===== config.mk =====
export PLATFORM = sky130hd
export DESIGN_NAME = signed_radix_to_text_core
export DESIGN_NICKNAME = d
export VERILOG_FILES = /design/src/rtl/core/srtt_pkg.sv /design/src/rtl/core/srtt_front.sv /design/src/rtl/core/srtt_queue.sv /design/src/rtl/core/srtt_back.sv /design/src/rtl/core/signed_radix_to_text_core.sv
export VERILOG_INCLUDE_DIRS = /design/src /design/src/rtl/core
export SDC_FILE = /design/constraint.sdc
export NUM_CORES = 1
export LEC_CHECK = 0
export ABC_CLOCK_PERIOD_IN_PS = 16700
export BUFFER_PORTS_ARGS = -buffer_cell sky130_fd_sc_hd__buf_2
export CAP_MARGIN = 25
export CORE_ASPECT_RATIO = 1.4
export CORE_MARGIN = 2
export CORE_UTILIZATION = 40
export CTS_CLUSTER_DIAMETER = 150
export CTS_CLUSTER_SIZE = 14
export DETAILED_ROUTE_END_ITERATION = 8
export PLACE_DENSITY_LB_ADDON = 0.1
export SLEW_MARGIN = 20
export SYNTH_ARGS = -nofsm -noshare
export SYNTH_HDL_FRONTEND = slang
export SYNTH_SLANG_ARGS = --single-unit

===== constraint.sdc =====
create_clock -name i_clk -period 16.7 [get_ports i_clk]
set_input_delay 0.835 -clock i_clk [delete_from_list [all_inputs] [get_ports i_clk]]
set_output_delay 0.835 -clock i_clk [all_outputs]
set_load 0.02 [all_outputs]

===== src/rtl/core/signed_radix_to_text_core_macros.svh =====
// ----------------------------------------------------------------------------
// Assertion macros for the signed radix to text core
// Shared property wrappers for the concurrent assertions of the core.
// ----------------------------------------------------------------------------
`ifndef SIGNED_RADIX_TO_TEXT_CORE_MACROS_SVH
`define SIGNED_RADIX_TO_TEXT_CORE_MACROS_SVH

// Same-cycle implication, disabled while reset is held.
`define SRTT_ASSERT_IMPL(label, clk, rst_n, ante, cons) \
    label: assert property (@(posedge clk) disable iff (!rst_n) (ante) |-> (cons)) \
        else $error("srtt assertion failed");

// Next-cycle implication, disabled while reset is held.
`define SRTT_ASSERT_NEXT(label, clk, rst_n, ante, cons) \
    label: assert property (@(posedge clk) disable iff (!rst_n) (ante) |=> (cons)) \
        else $error("srtt assertion failed");

`endif


===== src/rtl/core/srtt_pkg.sv =====
// ----------------------------------------------------------------------------
// srtt_pkg
// Types and constants shared by the signed radix to text core.
// ----------------------------------------------------------------------------
package srtt_pkg;

    localparam int VALUE_WIDTH_DEF = 32;
    localparam int MAX_BASE        = 16;
    localparam int RADIX_W         = 5;
    localparam int DIGIT_W         = 4;
    localparam int CHAR_W          = 8;
    localparam int SYMBOLS_W       = 64;
    localparam int CFG_INDEX_W     = 2;
    localparam int CFG_DATA_W      = 64;
    localparam int STEP_BITS       = 8;
    localparam int QUEUE_DEPTH     = 2;

    localparam logic [CFG_INDEX_W-1:0] CFG_BASE_SIZE    = 2'd0;
    localparam logic [CFG_INDEX_W-1:0] CFG_SYMBOLS_LOW  = 2'd1;
    localparam logic [CFG_INDEX_W-1:0] CFG_SYMBOLS_HIGH = 2'd2;

    localparam logic [RADIX_W-1:0]   BASE_SIZE_RST    = 5'd10;
    localparam logic [SYMBOLS_W-1:0] SYMBOLS_LOW_RST  = 64'h3736_3534_3332_3130;
    localparam logic [SYMBOLS_W-1:0] SYMBOLS_HIGH_RST = 64'h0000_0000_0000_3938;

    localparam logic [CHAR_W-1:0] MINUS_CHAR = 8'h2D;

    typedef enum logic [2:0] {
        ST_IDLE,
        ST_DIVIDE,
        ST_SIGN,
        ST_FETCH,
        ST_PUT
    } t_back_state;

    typedef struct packed {
        logic full;
        logic empty;
    } t_fifo_flags;

endpackage


===== src/rtl/core/srtt_front.sv =====
// ----------------------------------------------------------------------------
// srtt_front
// Accepts input transactions and splits each value into sign and magnitude.
// ----------------------------------------------------------------------------
module srtt_front
    import srtt_pkg::*;
#(
    parameter int VALUE_WIDTH = VALUE_WIDTH_DEF
) (
    input  logic                          i_clk,
    input  logic                          i_rst_n,
    input  logic                          i_in_valid,
    output logic                          o_in_stall,
    input  logic signed [VALUE_WIDTH-1:0] i_value,
    input  t_fifo_flags                   i_flags,
    output logic                          o_push,
    output logic                          o_neg,
    output logic [VALUE_WIDTH-1:0]        o_mag
);

    logic                   r_valid;
    logic                   r_neg;
    logic [VALUE_WIDTH-1:0] r_mag;
    logic [VALUE_WIDTH-1:0] w_raw;
    logic                   w_neg;
    logic [VALUE_WIDTH-1:0] w_mag;
    logic                   w_load;

    assign w_raw  = i_value;
    assign w_neg  = w_raw[VALUE_WIDTH-1];
    assign w_mag  = w_neg ? (~w_raw + 1'b1) : w_raw;
    assign o_push = r_valid && !i_flags.full;
    assign w_load = !r_valid || o_push;
    assign o_in_stall = !w_load;
    assign o_neg  = r_neg;
    assign o_mag  = r_mag;

    always_ff @(posedge i_clk) begin
        if (!i_rst_n) begin
            r_valid <= 1'b0;
        end else if (w_load) begin
            r_valid <= i_in_valid;
        end
    end

    always_ff @(posedge i_clk) begin
        if (w_load && i_in_valid) begin
            r_neg <= w_neg;
            r_mag <= w_mag;
        end
    end

endmodule


===== src/rtl/core/srtt_queue.sv =====
// ----------------------------------------------------------------------------
// srtt_queue
// Short FIFO between the classifying front and the converting back.
// ----------------------------------------------------------------------------
module srtt_queue
    import srtt_pkg::*;
#(
    parameter int DATA_W = VALUE_WIDTH_DEF + 1
) (
    input  logic              i_clk,
    input  logic              i_rst_n,
    input  logic              i_push,
    input  logic [DATA_W-1:0] i_data,
    input  logic              i_pop,
    output logic [DATA_W-1:0] o_data,
    output t_fifo_flags       o_flags
);

    localparam int PTR_W = (QUEUE_DEPTH > 1) ? $clog2(QUEUE_DEPTH) : 1;
    localparam int CNT_W = $clog2(QUEUE_DEPTH + 1);
    localparam logic [PTR_W-1:0] PTR_LAST = PTR_W'(QUEUE_DEPTH - 1);
    localparam logic [CNT_W-1:0] CNT_FULL = CNT_W'(QUEUE_DEPTH);

    logic [DATA_W-1:0] r_mem [QUEUE_DEPTH];
    logic [PTR_W-1:0]  r_wr_ptr;
    logic [PTR_W-1:0]  r_rd_ptr;
    logic [CNT_W-1:0]  r_count;
    logic [PTR_W-1:0]  n_wr_ptr;
    logic [PTR_W-1:0]  n_rd_ptr;
    logic [CNT_W-1:0]  n_count;

    assign o_flags.full  = (r_count == CNT_FULL);
    assign o_flags.empty = (r_count == '0);
    assign o_data        = r_mem[r_rd_ptr];

    always_comb begin
        n_wr_ptr = r_wr_ptr;
        n_rd_ptr = r_rd_ptr;
        n_count  = r_count;
        if (i_push) begin
            n_wr_ptr = (r_wr_ptr == PTR_LAST) ? '0 : r_wr_ptr + 1'b1;
        end
        if (i_pop) begin
            n_rd_ptr = (r_rd_ptr == PTR_LAST) ? '0 : r_rd_ptr + 1'b1;
        end
        if (i_push && !i_pop) begin
            n_count = r_count + 1'b1;
        end else if (i_pop && !i_push) begin
            n_count = r_count - 1'b1;
        end
    end

    always_ff @(posedge i_clk) begin
        if (!i_rst_n) begin
            r_wr_ptr <= '0;
            r_rd_ptr <= '0;
            r_count  <= '0;
        end else begin
            r_wr_ptr <= n_wr_ptr;
            r_rd_ptr <= n_rd_ptr;
            r_count  <= n_count;
        end
    end

    always_ff @(posedge i_clk) begin
        if (i_push) begin
            r_mem[r_wr_ptr] <= i_data;
        end
    end

endmodule


===== src/rtl/core/srtt_back.sv =====
// ----------------------------------------------------------------------------
// srtt_back
// Divides the magnitude into digits, stores them and emits the characters.
// ----------------------------------------------------------------------------
module srtt_back
    import srtt_pkg::*;
#(
    parameter int VALUE_WIDTH = VALUE_WIDTH_DEF
) (
    input  logic                   i_clk,
    input  logic                   i_rst_n,
    input  t_fifo_flags            i_flags,
    output logic                   o_pop,
    input  logic                   i_neg,
    input  logic [VALUE_WIDTH-1:0] i_mag,
    input  logic [RADIX_W-1:0]     i_base_size,
    input  logic [SYMBOLS_W-1:0]   i_symbols_low,
    input  logic [SYMBOLS_W-1:0]   i_symbols_high,
    output logic                   o_out_valid,
    input  logic                   i_out_stall,
    output logic [CHAR_W-1:0]      o_character,
    output logic                   o_last
);

    localparam int STEPS      = (VALUE_WIDTH + STEP_BITS - 1) / STEP_BITS;
    localparam int QW         = STEPS * STEP_BITS;
    localparam int STEP_CNT_W = (STEPS > 1) ? $clog2(STEPS) : 1;
    localparam int ADDR_W     = $clog2(VALUE_WIDTH);
    localparam int CNT_W      = $clog2(VALUE_WIDTH + 1);
    localparam logic [STEP_CNT_W-1:0] LAST_STEP = STEP_CNT_W'(STEPS - 1);

    t_back_state             r_state;
    t_back_state             n_state;
    logic                    r_neg;
    logic                    n_neg;
    logic [QW-1:0]           r_quo;
    logic [QW-1:0]           n_quo;
    logic [DIGIT_W-1:0]      r_rem;
    logic [DIGIT_W-1:0]      n_rem;
    logic [STEP_CNT_W-1:0]   r_step;
    logic [STEP_CNT_W-1:0]   n_step;
    logic [CNT_W-1:0]        r_count;
    logic [CNT_W-1:0]        n_count;
    logic                    r_out_valid;
    logic                    n_out_valid;
    logic [CHAR_W-1:0]       r_out_char;
    logic [CHAR_W-1:0]       n_out_char;
    logic                    r_out_last;
    logic                    n_out_last;
    logic [DIGIT_W-1:0]      r_rd_digit;
    logic [DIGIT_W-1:0]      r_digit_mem [VALUE_WIDTH];

    logic [RADIX_W-1:0]      w_radix;
    logic [QW-1:0]           w_quo;
    logic [DIGIT_W-1:0]      w_rem;
    logic [RADIX_W-1:0]      w_trial;
    logic                    w_out_free;
    logic                    w_mem_we;
    logic [ADDR_W-1:0]       w_wr_addr;
    logic [ADDR_W-1:0]       w_rd_addr;
    logic [CNT_W-1:0]        w_count_dec;
    logic [2*SYMBOLS_W-1:0]  w_symbols;
    logic [CHAR_W-1:0]       w_symbol;

    assign w_radix = (i_base_size < RADIX_W'(2)) ? RADIX_W'(2) :
                     (i_base_size > RADIX_W'(MAX_BASE)) ? RADIX_W'(MAX_BASE) : i_base_size;

    // Restoring division of the running quotient, several bits per cycle.
    always_comb begin
        w_rem   = r_rem;
        w_quo   = r_quo;
        w_trial = '0;
        for (int i = 0; i < STEP_BITS; i++) begin
            w_trial = {w_rem, w_quo[QW-1]};
            w_quo   = {w_quo[QW-2:0], 1'b0};
            if (w_trial >= w_radix) begin
                w_trial  = w_trial - w_radix;
                w_quo[0] = 1'b1;
            end
            w_rem = w_trial[DIGIT_W-1:0];
        end
    end

    assign w_out_free  = !r_out_valid || !i_out_stall;
    assign w_wr_addr   = r_count[ADDR_W-1:0];
    assign w_count_dec = r_count - 1'b1;
    assign w_rd_addr   = w_count_dec[ADDR_W-1:0];
    assign w_symbols   = {i_symbols_high, i_symbols_low};
    assign w_symbol    = w_symbols[{r_rd_digit, 3'b000} +: CHAR_W];

    always_comb begin
        n_state     = r_state;
        n_neg       = r_neg;
        n_quo       = r_quo;
        n_rem       = r_rem;
        n_step      = r_step;
        n_count     = r_count;
        n_out_valid = r_out_valid && i_out_stall;
        n_out_char  = r_out_char;
        n_out_last  = r_out_last;
        o_pop       = 1'b0;
        w_mem_we    = 1'b0;
        case (r_state)
            ST_IDLE: begin
                if (!i_flags.empty) begin
                    o_pop   = 1'b1;
                    n_neg   = i_neg;
                    n_quo   = QW'(i_mag);
                    n_rem   = '0;
                    n_step  = '0;
                    n_count = '0;
                    n_state = ST_DIVIDE;
                end
            end
            ST_DIVIDE: begin
                n_quo  = w_quo;
                n_rem  = w_rem;
                n_step = r_step + 1'b1;
                if (r_step == LAST_STEP) begin
                    w_mem_we = 1'b1;
                    n_count  = r_count + 1'b1;
                    n_step   = '0;
                    n_rem    = '0;
                    if (w_quo == '0) begin
                        n_state = r_neg ? ST_SIGN : ST_FETCH;
                    end
                end
            end
            ST_SIGN: begin
                if (w_out_free) begin
                    n_out_valid = 1'b1;
                    n_out_char  = MINUS_CHAR;
                    n_out_last  = 1'b0;
                    n_state     = ST_FETCH;
                end
            end
            ST_FETCH: begin
                n_state = ST_PUT;
            end
            ST_PUT: begin
                if (w_out_free) begin
                    n_out_valid = 1'b1;
                    n_out_char  = w_symbol;
                    n_out_last  = (r_count == CNT_W'(1));
                    n_count     = w_count_dec;
                    n_state     = (r_count == CNT_W'(1)) ? ST_IDLE : ST_FETCH;
                end
            end
            default: begin
                n_state = ST_IDLE;
            end
        endcase
    end

    always_ff @(posedge i_clk) begin
        if (!i_rst_n) begin
            r_state     <= ST_IDLE;
            r_count     <= '0;
            r_out_valid <= 1'b0;
        end else begin
            r_state     <= n_state;
            r_count     <= n_count;
            r_out_valid <= n_out_valid;
        end
    end

    always_ff @(posedge i_clk) begin
        r_neg      <= n_neg;
        r_quo      <= n_quo;
        r_rem      <= n_rem;
        r_step     <= n_step;
        r_out_char <= n_out_char;
        r_out_last <= n_out_last;
    end

    always_ff @(posedge i_clk) begin
        if (w_mem_we) begin
            r_digit_mem[w_wr_addr] <= w_rem;
        end
        r_rd_digit <= r_digit_mem[w_rd_addr];
    end

    assign o_out_valid = r_out_valid;
    assign o_character = r_out_char;
    assign o_last      = r_out_last;

endmodule


===== src/rtl/core/signed_radix_to_text_core.sv =====
// ----------------------------------------------------------------------------
// signed_radix_to_text_core: signed integer to text in a radix from 2 to 16
// Path: front register and queue, then the back divides the magnitude digit by digit
// in the shared divide step, emits a sign if negative, then fetches and puts each character.
// The back converts one value at a time; the front and queue hold further values meanwhile.
// Synchronous active-low reset clears control state and loads the register defaults.
// ----------------------------------------------------------------------------
`include "signed_radix_to_text_core_macros.svh"

module signed_radix_to_text_core
    import srtt_pkg::*;
#(
    parameter int VALUE_WIDTH = VALUE_WIDTH_DEF
) (
    input  logic                          i_clk,
    input  logic                          i_rst_n,
    input  logic                          i_in_valid,
    output logic                          o_in_stall,
    input  logic signed [VALUE_WIDTH-1:0] i_value,
    output logic                          o_out_valid,
    input  logic                          i_out_stall,
    output logic [CHAR_W-1:0]             o_character,
    output logic                          o_last,
    input  logic                          i_cfg_we,
    input  logic [CFG_INDEX_W-1:0]        i_cfg_index,
    input  logic [CFG_DATA_W-1:0]         i_cfg_data
);

    logic [RADIX_W-1:0]     r_base_size;
    logic [SYMBOLS_W-1:0]   r_symbols_low;
    logic [SYMBOLS_W-1:0]   r_symbols_high;

    t_fifo_flags            w_q_flags;
    logic                   w_push;
    logic                   w_pop;
    logic                   w_front_neg;
    logic [VALUE_WIDTH-1:0] w_front_mag;
    logic [VALUE_WIDTH:0]   w_q_out;

    always_ff @(posedge i_clk) begin
        if (!i_rst_n) begin
            r_base_size    <= BASE_SIZE_RST;
            r_symbols_low  <= SYMBOLS_LOW_RST;
            r_symbols_high <= SYMBOLS_HIGH_RST;
        end else if (i_cfg_we) begin
            case (i_cfg_index)
                CFG_BASE_SIZE: begin
                    r_base_size <= i_cfg_data[RADIX_W-1:0];
                end
                CFG_SYMBOLS_LOW: begin
                    r_symbols_low <= i_cfg_data[SYMBOLS_W-1:0];
                end
                CFG_SYMBOLS_HIGH: begin
                    r_symbols_high <= i_cfg_data[SYMBOLS_W-1:0];
                end
                default: begin
                end
            endcase
        end
    end

    srtt_front #(
        .VALUE_WIDTH(VALUE_WIDTH)
    ) u_front (
        .i_clk      (i_clk),
        .i_rst_n    (i_rst_n),
        .i_in_valid (i_in_valid),
        .o_in_stall (o_in_stall),
        .i_value    (i_value),
        .i_flags    (w_q_flags),
        .o_push     (w_push),
        .o_neg      (w_front_neg),
        .o_mag      (w_front_mag)
    );

    srtt_queue #(
        .DATA_W(VALUE_WIDTH + 1)
    ) u_queue (
        .i_clk   (i_clk),
        .i_rst_n (i_rst_n),
        .i_push  (w_push),
        .i_data  ({w_front_neg, w_front_mag}),
        .i_pop   (w_pop),
        .o_data  (w_q_out),
        .o_flags (w_q_flags)
    );

    srtt_back #(
        .VALUE_WIDTH(VALUE_WIDTH)
    ) u_back (
        .i_clk          (i_clk),
        .i_rst_n        (i_rst_n),
        .i_flags        (w_q_flags),
        .o_pop          (w_pop),
        .i_neg          (w_q_out[VALUE_WIDTH]),
        .i_mag          (w_q_out[VALUE_WIDTH-1:0]),
        .i_base_size    (r_base_size),
        .i_symbols_low  (r_symbols_low),
        .i_symbols_high (r_symbols_high),
        .o_out_valid    (o_out_valid),
        .i_out_stall    (i_out_stall),
        .o_character    (o_character),
        .o_last         (o_last)
    );

    `SRTT_ASSERT_IMPL(a_push_not_full, i_clk, i_rst_n, w_push, !w_q_flags.full)
    `SRTT_ASSERT_IMPL(a_pop_not_empty, i_clk, i_rst_n, w_pop, !w_q_flags.empty)
    `SRTT_ASSERT_NEXT(a_push_fills, i_clk, i_rst_n, w_push && !w_pop, !w_q_flags.empty)

endmodule


==> summary.txt, run 1 <==
Run status
  • Outcome: complete, no violations

Logic synthesis
  • Yosys reg bits: 428
  • YS warnings: 0
  • Syn Inst Count: 1595
  • Synth top area share: 42.2%
  • Synth cell types: 67
  • Multiplexer share of the synthesized area: 12.4%
  • Syn avg cell area: 12.3 sq um
  • Number of flops mapped to enable cells by yosys: 275
  • Synth area leader: edfxtp_1
  • Post-Synth Adder-Cell Area: 3.82%
  • Synth top area cells: edfxtp_1 (42%), dfxtp_1 (16%), mux4_2 (9.2%)
  • Synth Area in XOR/XNOR: 2.37%
  • Largest family of logic cells by synthesized area: multiplexers
  • Register area share after synthesis: 57.8%
  • Post-Synthesis Net Count: 1753
  • Post-synthesis simple-gate area fraction: 12.0%
  • Post-Synthesis Cell Area: 19600 sq um
  • Primary FF master, synth: edfxtp_1
  • Complex-gate fraction of the synthesized area: 9.01%
  • Ys async rst share: 0%

Die
  • # IOs: 114
  • Core ar.: 48100 sq um
  • Chip width: 191 um
  • Row count: 95
  • Die height: 266 um
  • Die area: 50700 sq um
  • Starting Density: 40.7%

GRT
  • Initial antenna violation count: 1
  • Largest net degree at the start of global routing: 85
  • Vias in the first global route: 12400
  • Remaining Overflow, GRT: 0
  • Total Routing Usage GR: 17.8%
  • First-pass GRT wire length: 69400 um

CTS
  • Postcts setup bufs: 0
  • CTS tree: yes
  • Root Driver: clkbuf_16
  • Clock latency on the worst-skew pair: 550 ps
  • TritonCTS Buffers: 36
  • Clock Sink Count: 428
  • # resized after CTS: 0
  • Clk buf depth: 3
  • Clock slew at reported path FFs: 70 ps
  • Hold_buf cts: 0
  • H-tree depth: 2

STA
  • RSZ-0062 raised after global routing: false
  • Final Hold Vio Count: 0
  • Minimum clock period: 13180 ps
  • Setup TNS: 0 ps
  • Final setup vio count: 0
  • Worst-Margin Slew: 900 ps
  • Fin. max-slew vios: 0
  • Fmax achieved: 75.9 MHz
  • Final cycle utilization of the critical path: 78.9%
  • Relative slew slack: 40.0%
  • Max Clock Skew: 22.4 ps

Worst setup path
  • Slowest cell on crit path: mux2_2
  • Arrival @ worst endpoint: 13600 ps
  • Critical path class: reg2reg
  • CP Max Fanout: 33
  • Worst setup EP type: flip-flop
  • Critical Path Source Type: flip-flop
  • Most common cell on crit path: o21ai_1
  • Worst reg2reg setup slack: 3520 ps
  • Worst Path Required: 17120 ps
  • Worst path max stage delay: 700 ps

Placement
  • Post-DP HPWL: 30700 um
  • RePlAce Congestion: 0.773
  • PortBufs: 113

Drt
  • Remaining routing DRC violations: 0
  • Routed vias: 12300
  • DRT iter0 DRCs: 596
  • Final ANT Viol Nets: 0
  • Initial DRT Pass Iterations: 5
  • Via-to-Cell Ratio: 5.27
  • Routed length per instance: 19.2 um
  • WL final: 44800 um

Layout
  • FILL cells: 4474
  • Nets: 1837
  • Multi-input logic area: 7790 sq um
  • Share of cells above drive strength 1: 17.5%
  • Area growth syn-to-layout: 11.4%
  • FF+latch area: 11300 sq um
  • Antenna diodes: 0

Min path
  • Hold WC Path Type: reg2reg

Run
  • Number of max-cap violations: 0
[final cells by class]
class	count	area share [%]
multi-input combinational	1039	35.7
inverter	40	0.689
timing repair buffer	134	3.38
tap	630	3.62
clock inverter	3	0.155
sequential	428	52.0
clock buffer	56	4.48
[placed cells by master, fill, tap and decap left out, drive strengths merged, types with 3 or more instances in the layout]
cell,netlist,routed
xnor2,45,45
o21ai,65,65
or3b,3,3
nor3,7,7
xor2,7,7
nand2,334,334
or2,5,5
edfxtp,275,275
nand2b,13,13
a21oi,28,28
mux2,16,16
and2,8,8
or4,6,6
o31ai,10,10
o41ai,4,4
ha,47,47
nor4,11,11
a211o,3,3
or3,6,6
fa,8,8
inv,40,41
clkbuf,75,56
a31oi,9,9
buf,13,134
mux4,80,80
a21o,17,17
nand3b,5,5
o22ai,4,4
nand3,41,41
a21boi,96,96
nor2,63,63
nor2b,14,14
o311a,4,4
dfxtp,153,153
nor3b,4,4
nand4,4,4
mux2i,45,45
o21a,6,6
a211oi,5,5
[final timing paths]
| kind | from | endpoint | cells past startpoint |
|---|---|---|---|
| max reg2reg | r_base_size[4] | u_back.r_rem[1] | 49 |
| min reg2reg | u_front.o_mag[23] | u_queue.r_mem[0][23] | 0 |
| max | r_base_size[4] | u_back.r_rem[1] | 49 |
| min | u_front.o_mag[23] | u_queue.r_mem[0][23] | 0 |
[registers in the layout, indices dropped and copies added, names as in the netlist, named ones only]
name and cells:
u_back.r_digit_mem 128, u_queue.r_mem 66, r_symbols_high 64, r_symbols_low 64, u_back.r_quo 32, u_front.o_mag 32, u_back.o_character 8, u_back.r_count 6
r_base_size 5, u_back.r_rd_digit 4, u_back.r_rem 4, u_back.r_state 3, u_back.r_step 2, u_queue.r_count 2, u_back.o_last 1, u_back.o_out_valid 1
u_back.r_neg 1, u_front.o_neg 1, u_front.r_valid 1, u_queue.r_rd_ptr 1, u_queue.r_wr_ptr 1
[cells in the mapped netlist (all sizes together), types with 3 or more instances]
cell	number
o31ai	10
a211o	3
nand3b	5
ha	47
or3b	3
a211oi	5
a21oi	28
o21a	6
o21ai	65
nand4	4
nor4	11
xor2	7
a31oi	9
a21o	17
or4	6
buf	13
mux4	80
and2	8
o22ai	4
mux2	16
nand2	334
nor3	7
or3	6
or2	5
o311a	4
mux2i	45
nor2b	14
fa	8
nand3	41
xnor2	45
dfxtp	153
clkbuf	75
nor2	63
o41ai	4
edfxtp	275
inv	40
nand2b	13
nor3b	4
a21boi	96
[critical path, delay by kind of cell, from the launching register on]
kind | cells | cell delay (ps)
flops | 1 | 300
buf+inv | 6 | 760
mux | 5 | 2020
compound gates | 24 | 6200
simple gates | 6 | 1140
fa+ha+maj | 8 | 2620
[metrics by stage]
step | utilization (%) | cells | hold WS, ps | cell area, sq um | setup slack [ps]
6_report | 45.3 | 2330 | 447 | 21800 | 3520
5_1_grt | 45.3 | 2330 | 455 | 21800 | 2420
4_1_cts | 45.3 | 2330 | 447 | 21800 | 3490
3_5_place_dp | 43.2 | 2271 | 432 | 20800 | 3560
3_3_place_gp | 43.1 | 2268 | 425 | 20800 | 3950
2_1_floorplan | - | 1595 | 421 | 19600 | 4840
[layer usage]
layer | wire length, um | share of wire (%) | global-route usage (%) | vias up
li1 | - | - | - | 5958
met1 | 18000 | 40 | 21.4 | 6013
met2 | 23600 | 53 | 32.4 | 251
met3 | 2070 | 4.6 | 2.57 | 51
met4 | 1150 | 2.6 | 5.55 | 2
met5 | 11 | 0.025 | 0 | -
[kinds of logic after synthesis]
| family | count (synthesis) |
|---|---|
| fa+ha+maj | 55 |
| compound gates | 260 |
| buf+inv | 128 |
| simple gates | 531 |
| mux | 141 |
| flops | 428 |
| xor+xnor | 52 |
Power of run 1 is not shown: default switching activity piles up to over one toggle a cycle in this logic, so the estimate is an artifact.
==> run 2: changes to the inputs <==
--- a/config.mk
+++ b/config.mk
@@ -6,7 +6,7 @@
 export SDC_FILE = /design/constraint.sdc
 export NUM_CORES = 1
 export LEC_CHECK = 0
-export ABC_CLOCK_PERIOD_IN_PS = 16700
+export ABC_CLOCK_PERIOD_IN_PS = 12900
 export BUFFER_PORTS_ARGS = -buffer_cell sky130_fd_sc_hd__buf_2
 export CAP_MARGIN = 25
 export CORE_ASPECT_RATIO = 1.4
==> constraint.sdc (replaced) <==
create_clock -name i_clk -period 12.9 [get_ports i_clk]
set_input_delay 0.645 -clock i_clk [delete_from_list [all_inputs] [get_ports i_clk]]
set_output_delay 0.645 -clock i_clk [all_outputs]
set_load 0.02 [all_outputs]
==> run 2 against run 1 <==
Fmax rose by 13%. Critical path depth rose by 2. Non-clock buffer count rose by 5. Routed wire length fell by 0.40%. Register-to-register slack got worse by 2200 ps. Flip-flop and latch count did not move. Count of clock-buffer cells in the layout fell by 4. Sequential share of layout area fell by 0.19 points. Global-route usage rose by 0.24 points.
==> summary.txt, run 2 (synthesis results as in run 1) <==
Run status
  • Outcome: complete, no violations

Worst setup path
  • CP Max Fanout: 33
  • Setup crit end: u_back.r_rem[1]
  • Worst r2r src: r_base_size[2]
  • Worst setup EP type: flip-flop
  • Family with the most delay on the worst path: compound AO/OA/AOI/OAI gates
  • CP Buf/Inv Count: 7
  • Arrival @ worst endpoint: 11940 ps
  • Worst path max stage delay: 480 ps
  • R2R Path End: u_back.r_rem[1]
  • Slowest cell on crit path: o21ai_1
  • Critical path class: reg2reg
  • Critical Path Stages: 51
  • Worst reg2reg setup slack: 1270 ps
  • Most common cell on crit path: ha_1
  • R2R depth: 51
  • Critical Path Source Type: flip-flop
  • Worst Path Required: 13210 ps
  • CP Launch Point: r_base_size[2]

Layout
  • Share of cells above drive strength 1: 18.1%
  • Nets: 1842
  • Reg with most FFs: u_back.r_digit_mem
  • Antenna diodes: 0
  • Most frequent cells in the layout: nand2_1 (334), edfxtp_1 (275), dfxtp_1 (150)
  • Max FFs per register: 128
  • Commonest non-fill, non-tap cell in the layout: nand2_1
  • Largest regs: u_back.r_digit_mem: 128 flops, u_queue.r_mem: 66 flops
  • Area growth syn-to-layout: 11.8%

Die
  • Core ar.: 48100 sq um
  • # IOs: 114
  • Die height: 266 um
  • Die area: 50700 sq um
  • Starting Density: 40.7%
  • Row count: 95
  • Chip width: 191 um

CTS
  • Clock Sink Count: 428
  • Clock latency on the worst-skew pair: 550 ps
  • Root Driver: clkbuf_16
  • # resized after CTS: 0
  • Postcts setup bufs: 0
  • Hold_buf cts: 0
  • Clk buf depth: 3
  • TritonCTS Buffers: 36
  • Clock slew at reported path FFs: 90 ps
  • H-tree depth: 2
  • CTS tree: yes

STA
  • Final cycle utilization of the critical path: 90.2%
  • Fin. max-slew vios: 0
  • Max Clock Skew: 24.5 ps
  • Relative slew slack: 40.8%
  • Minimum clock period: 11630 ps
  • RSZ-0062 raised after global routing: false
  • Worst-Margin Slew: 887 ps
  • Final Hold Vio Count: 0
  • Setup TNS: 0 ps
  • PnR worst setup slack: 1270 ps
  • Final setup vio count: 0
  • Fmax achieved: 86.0 MHz

GRT
  • Vias in the first global route: 12600
  • Largest net degree at the start of global routing: 91
  • Remaining Overflow, GRT: 0
  • First-pass GRT wire length: 70600 um
  • Total Routing Usage GR: 18.0%
  • Initial antenna violation count: 4

Run
  • Number of max-cap violations: 0

Drt
  • Routed length per instance: 19.2 um
  • Routed vias: 12200
  • WL final: 44700 um
  • Final ANT Viol Nets: 0
  • DRT iter0 DRCs: 632
  • Via-to-Cell Ratio: 5.22
  • Initial DRT Pass Iterations: 5
  • Remaining routing DRC violations: 0

Min path
  • Hold WC Path Type: in2reg

Placement
  • RePlAce Congestion: 0.782
  • Post-DP HPWL: 30700 um
  • PortBufs: 113
  • Pre-CTS WS: 538 ps
[run 2: final cells by class]
type / instances / area [sq um]
multi-input cells: 1039 / 7810
clock inverters: 2 / 25.0
fillers: 4470 / 26300
clock buffers: 52 / 1000
well taps: 630 / 788
repair buffers: 139 / 776
inverters: 40 / 150
flip-flops and latches: 428 / 11300
[run 2: worst min-delay path by stage]
stage                           start                   end  slack [ps]  cells past startpoint
floorplan            u_front.o_mag[0]   u_queue.r_mem[0][0]         420                      0
global placement     u_front.o_mag[9]   u_queue.r_mem[0][9]         430                      0
detailed placement  u_front.o_mag[25]  u_queue.r_mem[1][25]         430                      0
CTS                    i_cfg_data[17]     r_symbols_low[17]         310                      3
global route           i_cfg_data[17]     r_symbols_low[17]         330                      3
finish                 i_cfg_data[17]     r_symbols_low[17]         330                      3
[run 2: tightest hold or removal path: cells and delay by family]
kind | cells | cell delay (ps)
buffers and inverters | 1 | 90
AND/OR/NAND/NOR | 2 | 100
[run 2: through the flow]
stage	area (sq um)	cells	util (%)	hold slack, ps
after global routing	21900	2330	45.4	326
after global placement	20800	2275	43.2	425
after CTS	21800	2329	45.4	311
final	21900	2330	45.4	332
after detailed placement	20800	2275	43.2	430
after floorplan	19600	1595	-	421
[run 2: layer usage]
layer  share of wire, %  GRT usage (%)  vias to the layer above
met5               0.10              0                        -
met4                2.8           5.87                        6
met3                3.8           2.79                       58
met2                 52           32.8                      200
met1                 41           21.5                     5942
li1                   -              -                     5963
Power of run 2 is left out for the same reason.
